--- src/rtl/eant_pkg.sv ---
package eant_pkg;

  localparam int DEF_ENTRIES = 8;
  localparam logic [7:0] EID_MIN = 8'd8;
  localparam logic [7:0] EID_RESERVED = 8'hff;

  typedef enum logic [1:0] {
    OP_LOOKUP = 2'd0,
    OP_SET    = 2'd1,
    OP_LEARN  = 2'd2,
    OP_NONE   = 2'd3
  } opcode_t;

  typedef enum logic [1:0] {
    STATUS_OK        = 2'd0,
    STATUS_NOT_FOUND = 2'd1,
    STATUS_INVALID   = 2'd2
  } status_t;

  typedef struct packed {
    logic [1:0]  opcode;
    logic [7:0]  endpoint_id;
    logic [6:0]  bus_addr;
    logic [31:0] time_now;
  } in_item_t;

  typedef struct packed {
    logic [1:0] status;
    logic [6:0] found_addr;
  } out_item_t;

  typedef struct packed {
    logic [7:0]  id;
    logic [6:0]  addr;
    logic [31:0] stamp;
  } entry_t;

endpackage

--- src/rtl/eant_mem.sv ---
module eant_mem #(
  parameter int ENTRIES = eant_pkg::DEF_ENTRIES,
  localparam int IW = (ENTRIES > 1) ? $clog2(ENTRIES) : 1
) (
  input  logic             clk,
  input  logic             we,
  input  logic [IW-1:0]    waddr,
  input  eant_pkg::entry_t wdata,
  input  logic [IW-1:0]    raddr,
  output eant_pkg::entry_t rdata
);

  eant_pkg::entry_t mem [0:ENTRIES-1];

  always_ff @(posedge clk) begin
    if (we) begin
      mem[waddr] <= wdata;
    end
  end

  always_ff @(posedge clk) begin
    rdata <= mem[raddr];
  end

endmodule

--- src/rtl/eant_ctrl.sv ---
module eant_ctrl #(
  parameter int ENTRIES = eant_pkg::DEF_ENTRIES,
  localparam int IW = (ENTRIES > 1) ? $clog2(ENTRIES) : 1
) (
  input  logic                clk,
  input  logic                rst_n,
  input  logic                start,
  output logic                busy,
  input  eant_pkg::in_item_t  in_item,
  output logic                out_valid,
  output eant_pkg::out_item_t out_item,
  output logic                mem_we,
  output logic [IW-1:0]       mem_waddr,
  output eant_pkg::entry_t    mem_wdata,
  output logic [IW-1:0]       mem_raddr,
  input  eant_pkg::entry_t    mem_rdata
);

  typedef enum logic [1:0] {
    S_IDLE = 2'b01,
    S_SCAN = 2'b10
  } state_t;

  localparam logic [IW-1:0] LAST = IW'(ENTRIES - 1);

  state_t              state_r, state_nxt;
  eant_pkg::in_item_t  item_r, item_nxt;
  logic [IW-1:0]       rd_idx_r, rd_idx_nxt;
  logic                issue_done_r, issue_done_nxt;
  logic                cmp_v_r, cmp_v_nxt;
  logic [IW-1:0]       cmp_idx_r, cmp_idx_nxt;
  logic [31:0]         min_stamp_r, min_stamp_nxt;
  logic [IW-1:0]       min_idx_r, min_idx_nxt;
  logic [ENTRIES-1:0]  valid_r, valid_nxt;
  logic                out_valid_r, out_valid_nxt;
  eant_pkg::out_item_t out_item_r, out_item_nxt;

  logic in_ok;
  logic vld;
  logic match;
  logic is_last;
  logic new_min;

  assign busy      = (state_r != S_IDLE);
  assign out_valid = out_valid_r;
  assign out_item  = out_item_r;
  assign mem_raddr = rd_idx_r;

  assign in_ok = (in_item.opcode == eant_pkg::OP_LOOKUP) ||
                 (in_item.opcode == eant_pkg::OP_LEARN) ||
                 ((in_item.opcode == eant_pkg::OP_SET) &&
                  (in_item.endpoint_id >= eant_pkg::EID_MIN) &&
                  (in_item.endpoint_id != eant_pkg::EID_RESERVED));

  assign vld     = valid_r[cmp_idx_r];
  assign match   = vld && (mem_rdata.id == item_r.endpoint_id);
  assign is_last = (cmp_idx_r == LAST);
  assign new_min = (cmp_idx_r == '0) || (mem_rdata.stamp < min_stamp_r);

  always_comb begin
    state_nxt      = state_r;
    item_nxt       = item_r;
    rd_idx_nxt     = rd_idx_r;
    issue_done_nxt = issue_done_r;
    cmp_v_nxt      = 1'b0;
    cmp_idx_nxt    = cmp_idx_r;
    min_stamp_nxt  = min_stamp_r;
    min_idx_nxt    = min_idx_r;
    valid_nxt      = valid_r;
    out_valid_nxt  = 1'b0;
    out_item_nxt   = out_item_r;
    mem_we         = 1'b0;
    mem_waddr      = cmp_idx_r;
    mem_wdata.id    = item_r.endpoint_id;
    mem_wdata.addr  = item_r.bus_addr;
    mem_wdata.stamp = item_r.time_now;
    unique case (state_r)
      S_IDLE: begin
        if (start) begin
          item_nxt = in_item;
          if (in_ok) begin
            state_nxt      = S_SCAN;
            rd_idx_nxt     = '0;
            issue_done_nxt = 1'b0;
          end else begin
            out_valid_nxt           = 1'b1;
            out_item_nxt.status     = eant_pkg::STATUS_INVALID;
            out_item_nxt.found_addr = '0;
          end
        end
      end
      S_SCAN: begin
        if (!issue_done_r) begin
          cmp_v_nxt      = 1'b1;
          cmp_idx_nxt    = rd_idx_r;
          issue_done_nxt = (rd_idx_r == LAST);
          rd_idx_nxt     = rd_idx_r + 1'b1;
        end
        if (cmp_v_r) begin
          if (new_min) begin
            min_stamp_nxt = mem_rdata.stamp;
            min_idx_nxt   = cmp_idx_r;
          end
          out_item_nxt.found_addr = '0;
          out_item_nxt.status     = eant_pkg::STATUS_OK;
          if (item_r.opcode == eant_pkg::OP_LOOKUP) begin
            if (match) begin
              mem_we                  = 1'b1;
              mem_wdata.addr          = mem_rdata.addr;
              out_item_nxt.found_addr = mem_rdata.addr;
              out_valid_nxt           = 1'b1;
              state_nxt               = S_IDLE;
            end else if (is_last) begin
              out_item_nxt.status = eant_pkg::STATUS_NOT_FOUND;
              out_valid_nxt       = 1'b1;
              state_nxt           = S_IDLE;
            end
          end else begin
            if (!vld || match) begin
              mem_we        = 1'b1;
              out_valid_nxt = 1'b1;
              state_nxt     = S_IDLE;
            end else if (is_last) begin
              mem_we        = 1'b1;
              mem_waddr     = new_min ? cmp_idx_r : min_idx_r;
              out_valid_nxt = 1'b1;
              state_nxt     = S_IDLE;
            end
          end
          if (mem_we) begin
            valid_nxt[mem_waddr] = 1'b1;
          end
        end
      end
      default: begin
        state_nxt = S_IDLE;
      end
    endcase
  end

  always_ff @(posedge clk) begin
    if (!rst_n) begin
      state_r     <= S_IDLE;
      cmp_v_r     <= 1'b0;
      valid_r     <= '0;
      out_valid_r <= 1'b0;
    end else begin
      state_r     <= state_nxt;
      cmp_v_r     <= cmp_v_nxt;
      valid_r     <= valid_nxt;
      out_valid_r <= out_valid_nxt;
    end
  end

  always_ff @(posedge clk) begin
    item_r       <= item_nxt;
    rd_idx_r     <= rd_idx_nxt;
    issue_done_r <= issue_done_nxt;
    cmp_idx_r    <= cmp_idx_nxt;
    min_stamp_r  <= min_stamp_nxt;
    min_idx_r    <= min_idx_nxt;
    out_item_r   <= out_item_nxt;
  end

endmodule

--- src/rtl/endpoint_address_neighbour_table_unit.sv ---
// Endpoint address table: maps 8-bit endpoint IDs to 7-bit bus addresses.
// An item is taken on a rising edge with start high and busy low. The item
// carries an opcode (lookup, checked set, unchecked learn), the endpoint ID,
// the bus address and the caller's current time.
// Each item gives exactly one result on out_item, shown for a single cycle
// with out_valid high. The receiver cannot stall; it must take the result.
// The table lives in a synchronous memory with one read port and one write
// port. The controller reads one entry per cycle, compares it in the next
// cycle, and writes the chosen entry back in the cycle it decides.
// A rejected item (reserved ID on set, unused opcode) gives its result in
// the cycle after the one in which it was taken. A lookup or insert gives
// its result once the scan reaches a hit, for an insert also a free entry,
// or the last entry. The next item can be taken in the cycle in which the
// previous result is shown, and not while busy is high during a scan.
// Reset clears all valid bits at once, so the table starts empty with no
// clearing pass; busy and out_valid are low after reset.
module endpoint_address_neighbour_table_unit #(
  parameter int ENTRIES = eant_pkg::DEF_ENTRIES
) (
  input  logic                clk,
  input  logic                rst_n,
  input  logic                start,
  output logic                busy,
  input  eant_pkg::in_item_t  in_item,
  output logic                out_valid,
  output eant_pkg::out_item_t out_item
);

  localparam int IW = (ENTRIES > 1) ? $clog2(ENTRIES) : 1;

  logic             mem_we;
  logic [IW-1:0]    mem_waddr;
  logic [IW-1:0]    mem_raddr;
  eant_pkg::entry_t mem_wdata;
  eant_pkg::entry_t mem_rdata;

  eant_ctrl #(
    .ENTRIES(ENTRIES)
  ) u_ctrl (
    .clk       (clk),
    .rst_n     (rst_n),
    .start     (start),
    .busy      (busy),
    .in_item   (in_item),
    .out_valid (out_valid),
    .out_item  (out_item),
    .mem_we    (mem_we),
    .mem_waddr (mem_waddr),
    .mem_wdata (mem_wdata),
    .mem_raddr (mem_raddr),
    .mem_rdata (mem_rdata)
  );

  eant_mem #(
    .ENTRIES(ENTRIES)
  ) u_mem (
    .clk   (clk),
    .we    (mem_we),
    .waddr (mem_waddr),
    .wdata (mem_wdata),
    .raddr (mem_raddr),
    .rdata (mem_rdata)
  );

endmodule

--- config.mk ---
export PLATFORM = sky130hd
export DESIGN_NAME = endpoint_address_neighbour_table_unit
export DESIGN_NICKNAME = d
export VERILOG_FILES = /design/src/rtl/eant_pkg.sv /design/src/rtl/eant_mem.sv /design/src/rtl/eant_ctrl.sv /design/src/rtl/endpoint_address_neighbour_table_unit.sv
export SDC_FILE = /design/constraint.sdc
export NUM_CORES = 1
export LEC_CHECK = 0
export BUFFER_PORTS_ARGS = -buffer_cell sky130_fd_sc_hd__buf_2
export CAP_MARGIN = 10
export CORE_AREA = 5 5 133 261
export DETAILED_ROUTE_END_ITERATION = 12
export DIE_AREA = 0 0 138 266
export PLACE_DENSITY = 0.8
export SYNTH_ARGS = -nofsm -noshare
export SYNTH_HDL_FRONTEND = slang
export SYNTH_SLANG_ARGS = --single-unit
--- constraint.sdc ---
create_clock -name clk -period 8.47 [get_ports clk]
set_input_delay 0.4235 -clock clk [delete_from_list [all_inputs] [get_ports clk]]
set_output_delay 0.4235 -clock clk [all_outputs]
set_load 0.05 [all_outputs]
==> results of run 1 <==
[final timing paths]
check | endpoint | cells past startpoint | slack [ns]
worst min-delay path | u_ctrl.mem_wdata[2] | 1 | 0.05
worst max register to register | u_mem.mem[1][1] | 9 | 4.71
worst min register to register | u_ctrl.min_stamp_r[24] | 0 | 0.44
worst max-delay path | u_mem.mem[1][1] | 9 | 4.71
[registers in the layout (all words and copies together) (netlist names)]
| register | flops |
|---|---|
| u_mem.mem | 376 |
| u_mem.rdata | 47 |
| u_ctrl.mem_wdata | 40 |
| u_ctrl.min_stamp_r | 32 |
| u_ctrl.item_r | 9 |
| u_ctrl.out_item | 9 |
| u_ctrl.valid_r | 8 |
| u_ctrl.cmp_idx_r | 3 |
| u_ctrl.mem_raddr | 3 |
| u_ctrl.min_idx_r | 3 |
| u_ctrl.state_r | 2 |
| u_ctrl.cmp_v_r | 1 |
| u_ctrl.issue_done_r | 1 |
| u_ctrl.out_valid | 1 |
[cells in the final DEF (no fill, tap or decap), drive strengths merged, types with 5 or more instances in the layout]
cell type / count
edfxtp: 476
mux4: 96
buf: 71
clkbuf: 64
dfxtp: 59
mux2: 55
inv: 39
ha: 35
nor2: 29
nand2: 21
a21oi: 16
clkinv: 14
o21ai: 12
and2: 10
o21a: 9
xor2: 8
nand4: 5
nor4: 5
and3: 5
[where the power goes]
part	switching (mW)	internal, mW	leakage, nW
Sequential	0.139	3.13	4.81
Combinational	0.508	0.452	1.93
Clock	0.869	1.07	0.666
[routing by layer]
metal	track usage (%)	vias up
met1	24.0	4696
met3	2.37	61
met4	5.99	0
met2	39.6	252
met5	0	-
li1	-	3996
[per-stage QoR]
step | setup slack (ns) | instance area, um2 | total power [mW] | hold WS (ns) | util [%]
finish | 4.71 | 22200 | 6.16 | 0.0521 | 68.6
global route | 4.56 | 22200 | 6.42 | 0.0290 | 68.6
CTS | 4.69 | 22200 | 6.21 | 0.0272 | 68.6
detailed placement | 4.72 | 20800 | 4.29 | 0.424 | 64.4
global placement | 4.84 | 20800 | 4.25 | 0.422 | 64.4
floorplan | 4.09 | 20000 | 4.00 | 0.409 | -
[layout make-up]
type                    instances  area (um2)  area share, %
multi-input cells             345        4290           19.3
inverters                      41         159          0.716
flip-flops and latches        535       15500           69.7
well taps                     427         534           2.41
clock buffers                  64        1260           5.66
repair buffers                 71         378           1.70
clock inverters                15         118          0.530
[cells by family after synthesis]
family                     after synthesis  synth area share (%)
AOI/OAI and AO/OA                       60                  2.29
xor gates and xnor gates                 8                 0.350
adders and majority gates               35                  2.19
buffers and inverters                   71                  1.43
DFF                                    535                  77.3
muxes                                  151                  13.9
and+or+nand+nor                         91                  2.45
==> impl_metrics.json, run 1 <==
{
  "place.port_buffers": 62,
  "synthArstFlopShare_pct": 0,
  "ys_seq_area_share_pct": 77.3,
  "power.density_nw_per_um2": 278,
  "num_vias": 9005,
  "worstPathCellList": "inv_1, ha_1, nand2_1, o21a_1, o221a_2, o21ai_0, o21ai_4, o41ai_2, and3b_4",
  "hold_buffers": 0,
  "stdcell_count": 1498,
  "synth_edf_count": 476,
  "cts_setup_buffers": 0,
  "cp.required_ns": 8.62,
  "crit_path_top_delay_cell": "and3b_4",
  "routed_via_density": 6.01,
  "hpwlAfterDp_mm": 20.4,
  "cts_sinks": 535,
  "synth_fp_nets": 1038,
  "routed.top_layer": "met4",
  "yosys.area.top_type": "edfxtp_1",
  "min_from": "in_item[2]",
  "hold_violations": 0,
  "worst_setup_path_start_kind": "register",
  "status": "complete, no violations",
  "crit_arrival_ns": 3.92,
  "postRouteWirelength_mm": 36.9,
  "hold_path.class": "primary input to register",
  "root_buffer": "clkbuf_16",
  "tightest_slew_ns": 1.04,
  "tns_ns": 0,
  "synth.most_common_cell": "edfxtp_1",
  "avgSynthCellArea_um2": 21.0,
  "p_leak_nw": 7.41,
  "drtAntennaViolNets": 0,
  "drtPass1Iterations": 4,
  "die_width_um": 138,
  "fp-row-count": 93,
  "wl_met3_mm": 1.39,
  "antenna_found_initial": 0,
  "clk_path_buf_depth": 3,
  "yosysTopAreaCellShare_pct": 71.4,
  "finalMaxSlewViolations": 0,
  "area_growth_pct": 11.0,
  "peakVddDrop_uv": 302,
  "cp_max_fo": 48,
  "cts_resized": 0,
  "fp.dieArea_um2": 36700,
  "clk_pin_slew_worst_paths_ns": 0.07,
  "track_usage_pct": 20.5,
  "yosys_warnings": 0,
  "diodes": 0,
  "max-slew-margin-rel_pct": 30.7,
  "core_um2": 32300,
  "drcViolationCount": 0,
  "dp.cells": 1419,
  "overflow": 0,
  "layout.nets": 1125,
  "clock_skew_ns": 0.0154,
  "yosys-top-cells-count": "edfxtp_1, mux4_2, dfxtp_1",
  "synth_cells": 951,
  "clock.fmax_mhz": 266,
  "fin_crit_ns": 3.76,
  "drive_above_1_share_pct": 28.5,
  "netlist_area_um2": 20000,
  "cpPeakStageDelay_ns": 0.97,
  "critPathCaptureType": "register",
  "rsz0062_at_grt": "false",
  "path_delay_family": "compound AO/OA/AOI/OAI gates",
  "synth.distinct_cells": 55,
  "htree_num_levels": 2,
  "finalSetupViolCount": 0,
  "start_util_pct": 61.8,
  "wl_per_cell_um": 24.7,
  "grt_pass1_wl_mm": 57.4,
  "gp_congestion": 0.759,
  "route.met2.wl_mm": 20.8,
  "first_global_vias": 9965,
  "nFillCells": 2007,
  "drtIter0Drc": 568,
  "die_y_um": 266,
  "drt-met1-wl_mm": 13.8,
  "synth-seq-cells": 535,
  "path_class": "register to register",
  "cap_violations": 0,
  "io_pins": 63,
  "grt_max_degree": 53,
  "cts_made_buffers": 44,
  "ys.flop_type": "edfxtp_1",
  "critPathBufInv": 1,
  "startpoint": "u_ctrl.min_stamp_r[23]",
  "clk_latency_ns": 0.54,
  "post-route-period-util_pct": 44.4,
  "cts_tree": "yes",
  "r2r_start": "u_ctrl.min_stamp_r[23]",
  "synth_area_leaders": "edfxtp_1, mux4_2, dfxtp_1, mux2_2, ha_1"
}
Power figures use the tool's default switching activity.
==> run 2, diff against run 1 <==
--- a/config.mk
+++ b/config.mk
@@ -5,12 +5,13 @@
 export SDC_FILE = /design/constraint.sdc
 export NUM_CORES = 1
 export LEC_CHECK = 0
+export ABC_AREA = 1
 export BUFFER_PORTS_ARGS = -buffer_cell sky130_fd_sc_hd__buf_2
 export CAP_MARGIN = 10
-export CORE_AREA = 5 5 133 261
+export CORE_AREA = 5 5 136 267
 export DETAILED_ROUTE_END_ITERATION = 12
-export DIE_AREA = 0 0 138 266
-export PLACE_DENSITY = 0.8
+export DIE_AREA = 0 0 141 272
+export PLACE_DENSITY = 0.78
 export SYNTH_ARGS = -nofsm -noshare
 export SYNTH_HDL_FRONTEND = slang
 export SYNTH_SLANG_ARGS = --single-unit
==> constraint.sdc (replaced) <==
create_clock -name clk -period 3.85 [get_ports clk]
set_input_delay 0.1925 -clock clk [delete_from_list [all_inputs] [get_ports clk]]
set_output_delay 0.1925 -clock clk [all_outputs]
set_load 0.05 [all_outputs]
==> run 2 against run 1 <==
Via count up 37%. Synthesized area up 1.5%. Largest cell class unchanged. Clock power up 130%. Synthesized cell count up 63%. Maximum frequency up 16%. Clock skew up 0.012 ns. Clock-buffer cell count down 7. Total power rose to 2.6 times the previous value. Combinational power rose to 4.3 times the previous value. Flip-flop and latch count unchanged. Design area up 4.3%.
==> impl_metrics.json, run 2 <==
{
  "drt-met1-wl_mm": 15.4,
  "startpoint": "u_ctrl.min_stamp_r[19]",
  "power.density_nw_per_um2": 700,
  "diodes": 0,
  "worstPathCellList": "inv_1, ha_1, a21oi_1, o21ai_1, nand2_1, nand3_1, a21oi_2, nand2_1, nand3_1, nand3_1, nand2_1, nand2_1, inv_1, nand2_1, inv_2, buf_12",
  "place_ws_ns": 0.706,
  "track_usage_pct": 22.7,
  "routed_via_density": 5.79,
  "synth.distinct_cells": 36,
  "cts_sinks": 535,
  "tightest_slew_ns": 1.02,
  "synth_mux_area_share_pct": 0,
  "cpPeakStageDelay_ns": 0.37,
  "synth_compound_area_share_pct": 9.07,
  "clk_path_buf_depth": 3,
  "synth-seq-cells": 535,
  "avgSynthCellArea_um2": 13.1,
  "synth.most_common_cell": "edfxtp_1",
  "r2r_cells": 16,
  "routed.top_layer": "met4",
  "drive_above_1_share_pct": 10.9,
  "post-route-period-util_pct": 84.4,
  "critPathCaptureType": "register",
  "finalSetupViolCount": 0,
  "synthArstFlopShare_pct": 0,
  "ys_seq_area_share_pct": 76.2,
  "r2r_end": "u_mem.mem[4][24]",
  "yosys_warnings": 0,
  "cts_resized": 0,
  "finalMaxSlewViolations": 0,
  "ys.flop_type": "edfxtp_1",
  "peakVddDrop_uv": 626,
  "io_pins": 63,
  "rsz0062_at_grt": "false",
  "clk_pin_slew_worst_paths_ns": 0.07,
  "cap_violations": 0,
  "gp_congestion": 0.827,
  "p_leak_nw": 8.19,
  "yosysTopAreaCellShare_pct": 70.4,
  "synthXorXnorAreaFrac_pct": 0.216,
  "place.port_buffers": 62,
  "path_class": "register to register",
  "max-slew-margin-rel_pct": 31.9,
  "route.met2.wl_mm": 23.9,
  "root_buffer": "clkbuf_16",
  "htree_num_levels": 2,
  "r2r_slack_ns": 0.60,
  "fp-row-count": 96,
  "clock.fmax_mhz": 308,
  "yosys.area.top_type": "edfxtp_1",
  "postRouteWirelength_mm": 43.1,
  "netlist_area_um2": 20300,
  "drtIter0Drc": 1034,
  "cts_setup_buffers": 0,
  "core_um2": 34100,
  "yosys-top-cells-count": "edfxtp_1, nor2_1, o21ai_0",
  "cts_made_buffers": 44,
  "largest_reg_flops": 376,
  "cpMostUsedCell": "nand2_1",
  "drcViolationCount": 0,
  "final_cell_mix": "edfxtp_1, nor2_1, o21ai_0, inv_1, nand2_1",
  "holdWs_ns": 0.105,
  "grt_pass1_wl_mm": 68.2,
  "die_y_um": 272,
  "wl_per_cell_um": 20.2,
  "drtAntennaViolNets": 0,
  "hold_violations": 0,
  "first_global_vias": 12900,
  "clk_latency_ns": 0.57,
  "endpoint": "u_mem.mem[4][24]",
  "area_growth_pct": 14.1,
  "clock_skew_ns": 0.0271,
  "nFillCells": 2296,
  "num_vias": 12300,
  "synth_fp_nets": 1636,
  "worst_setup_path_start_kind": "register",
  "start_util_pct": 59.5,
  "grt_max_degree": 192,
  "synth_area_leaders": "edfxtp_1, nor2_1, dfxtp_1, o21ai_0, ha_1",
  "synth_fa_ha_area_share_pct": 2.16,
  "overflow": 0,
  "die_width_um": 141,
  "hpwlAfterDp_mm": 24.0,
  "cts_tree": "yes",
  "cp.required_ns": 4.09,
  "tns_ns": 0,
  "worst_slack_ns": 0.600,
  "synth-simple-area-share_pct": 9.29,
  "synth_edf_count": 476,
  "r2r_start": "u_ctrl.min_stamp_r[19]",
  "drtPass1Iterations": 5,
  "multiInputGateArea_um2": 4240,
  "top_register": "u_mem.mem",
  "layout.nets": 1742,
  "crit_path_top_delay_cell": "edfxtp_1",
  "synth_cells": 1549,
  "crit_arrival_ns": 3.49,
  "wl_met3_mm": 2.19,
  "final_common_cell": "edfxtp_1",
  "antenna_found_initial": 0,
  "seq_area_um2": 15500,
  "synth_top_family_by_area": "simple AND/OR/NAND/NOR gates",
  "dp.cells": 2000,
  "fp.dieArea_um2": 38400,
  "stdcell_count": 2131,
  "status": "complete, no violations",
  "cp_max_fo": 33,
  "fin_crit_ns": 3.25,
  "hold_path.class": "primary input to register"
}
==> run 2: cell types whose count changed in the layout (fill, tap and decap cells not counted), sizes merged, moves of 47 or more <==
cell         change
o21ai          +192
inv             +48
a31oi           +48
nand2           +53
nor2           +347
o22ai           +47
dlygate4sd3     +50
mux2            -55
mux4            -96
==> run 2: layout make-up <==
type / count / area share, %
clock inverters: 24 / 1.14
flip-flops and latches: 535 / 66.8
repair buffers: 134 / 4.86
well taps: 441 / 2.38
inverters: 86 / 1.40
multi-input cells: 854 / 18.3
clock buffers: 57 / 5.14
==> run 2: timing repair <==
item / 4_1_cts / 5_1_grt
hold endpoints to repair: 51 / 0
hold buffers: 50 / 0
endpoints found under the setup margin: 0 / 0
==> run 2: worst min path at each step <==
| stage | startpoint | endpoint | cells past startpoint |
|---|---|---|---|
| after CTS | start | u_ctrl.issue_done_r | 3 |
| after global placement | in_item[7] | u_ctrl.mem_wdata[7] | 1 |
| after floorplan | rst_n | u_ctrl.state_r[0] | 1 |
| after global routing | start | u_ctrl.issue_done_r | 3 |
| after detailed placement | in_item[20] | u_ctrl.mem_wdata[20] | 1 |
| final | start | u_ctrl.issue_done_r | 3 |
==> run 2: cells by family after synthesis <==
family,count (synthesis)
DFF,535
and+or+nand+nor,481
AOI/OAI and AO/OA,333
buffers and inverters,160
adders and majority gates,35
xor gates and xnor gates,5
==> run 2: through the flow <==
step	power, mW	util [%]	area (um2)
after floorplan	10.4	-	20300
after detailed placement	11.7	62.2	21200
after CTS	16.3	67.9	23200
after global routing	17.0	67.9	23200
final	16.2	67.9	23200
after global placement	11.5	62.2	21200
==> run 2: metal layers <==
| metal | GRT usage [%] | up-vias |
|---|---|---|
| met1 | 26.2 | 6031 |
| met5 | 0 | - |
| met3 | 2.57 | 109 |
| li1 | - | 5747 |
| met2 | 42.3 | 447 |
| met4 | 9.72 | 0 |
==> run 2: power by group <==
group          switching, mW  internal (mW)  total, mW  leakage [nW]
combinational           2.83           1.26       4.09          2.67
clock                   2.00           2.54       4.54         0.717
sequential             0.424           7.16       7.58          4.80
total                   5.25           11.0       16.2          8.19
==> run 2: worst max-delay path, delay by kind of cell (launching register included) <==
kind,cells,cell delay [ns]
flops,1,0.37
buf+inv,4,0.82
compound gates,3,0.56
fa+ha+maj,1,0.24
simple gates,8,0.90
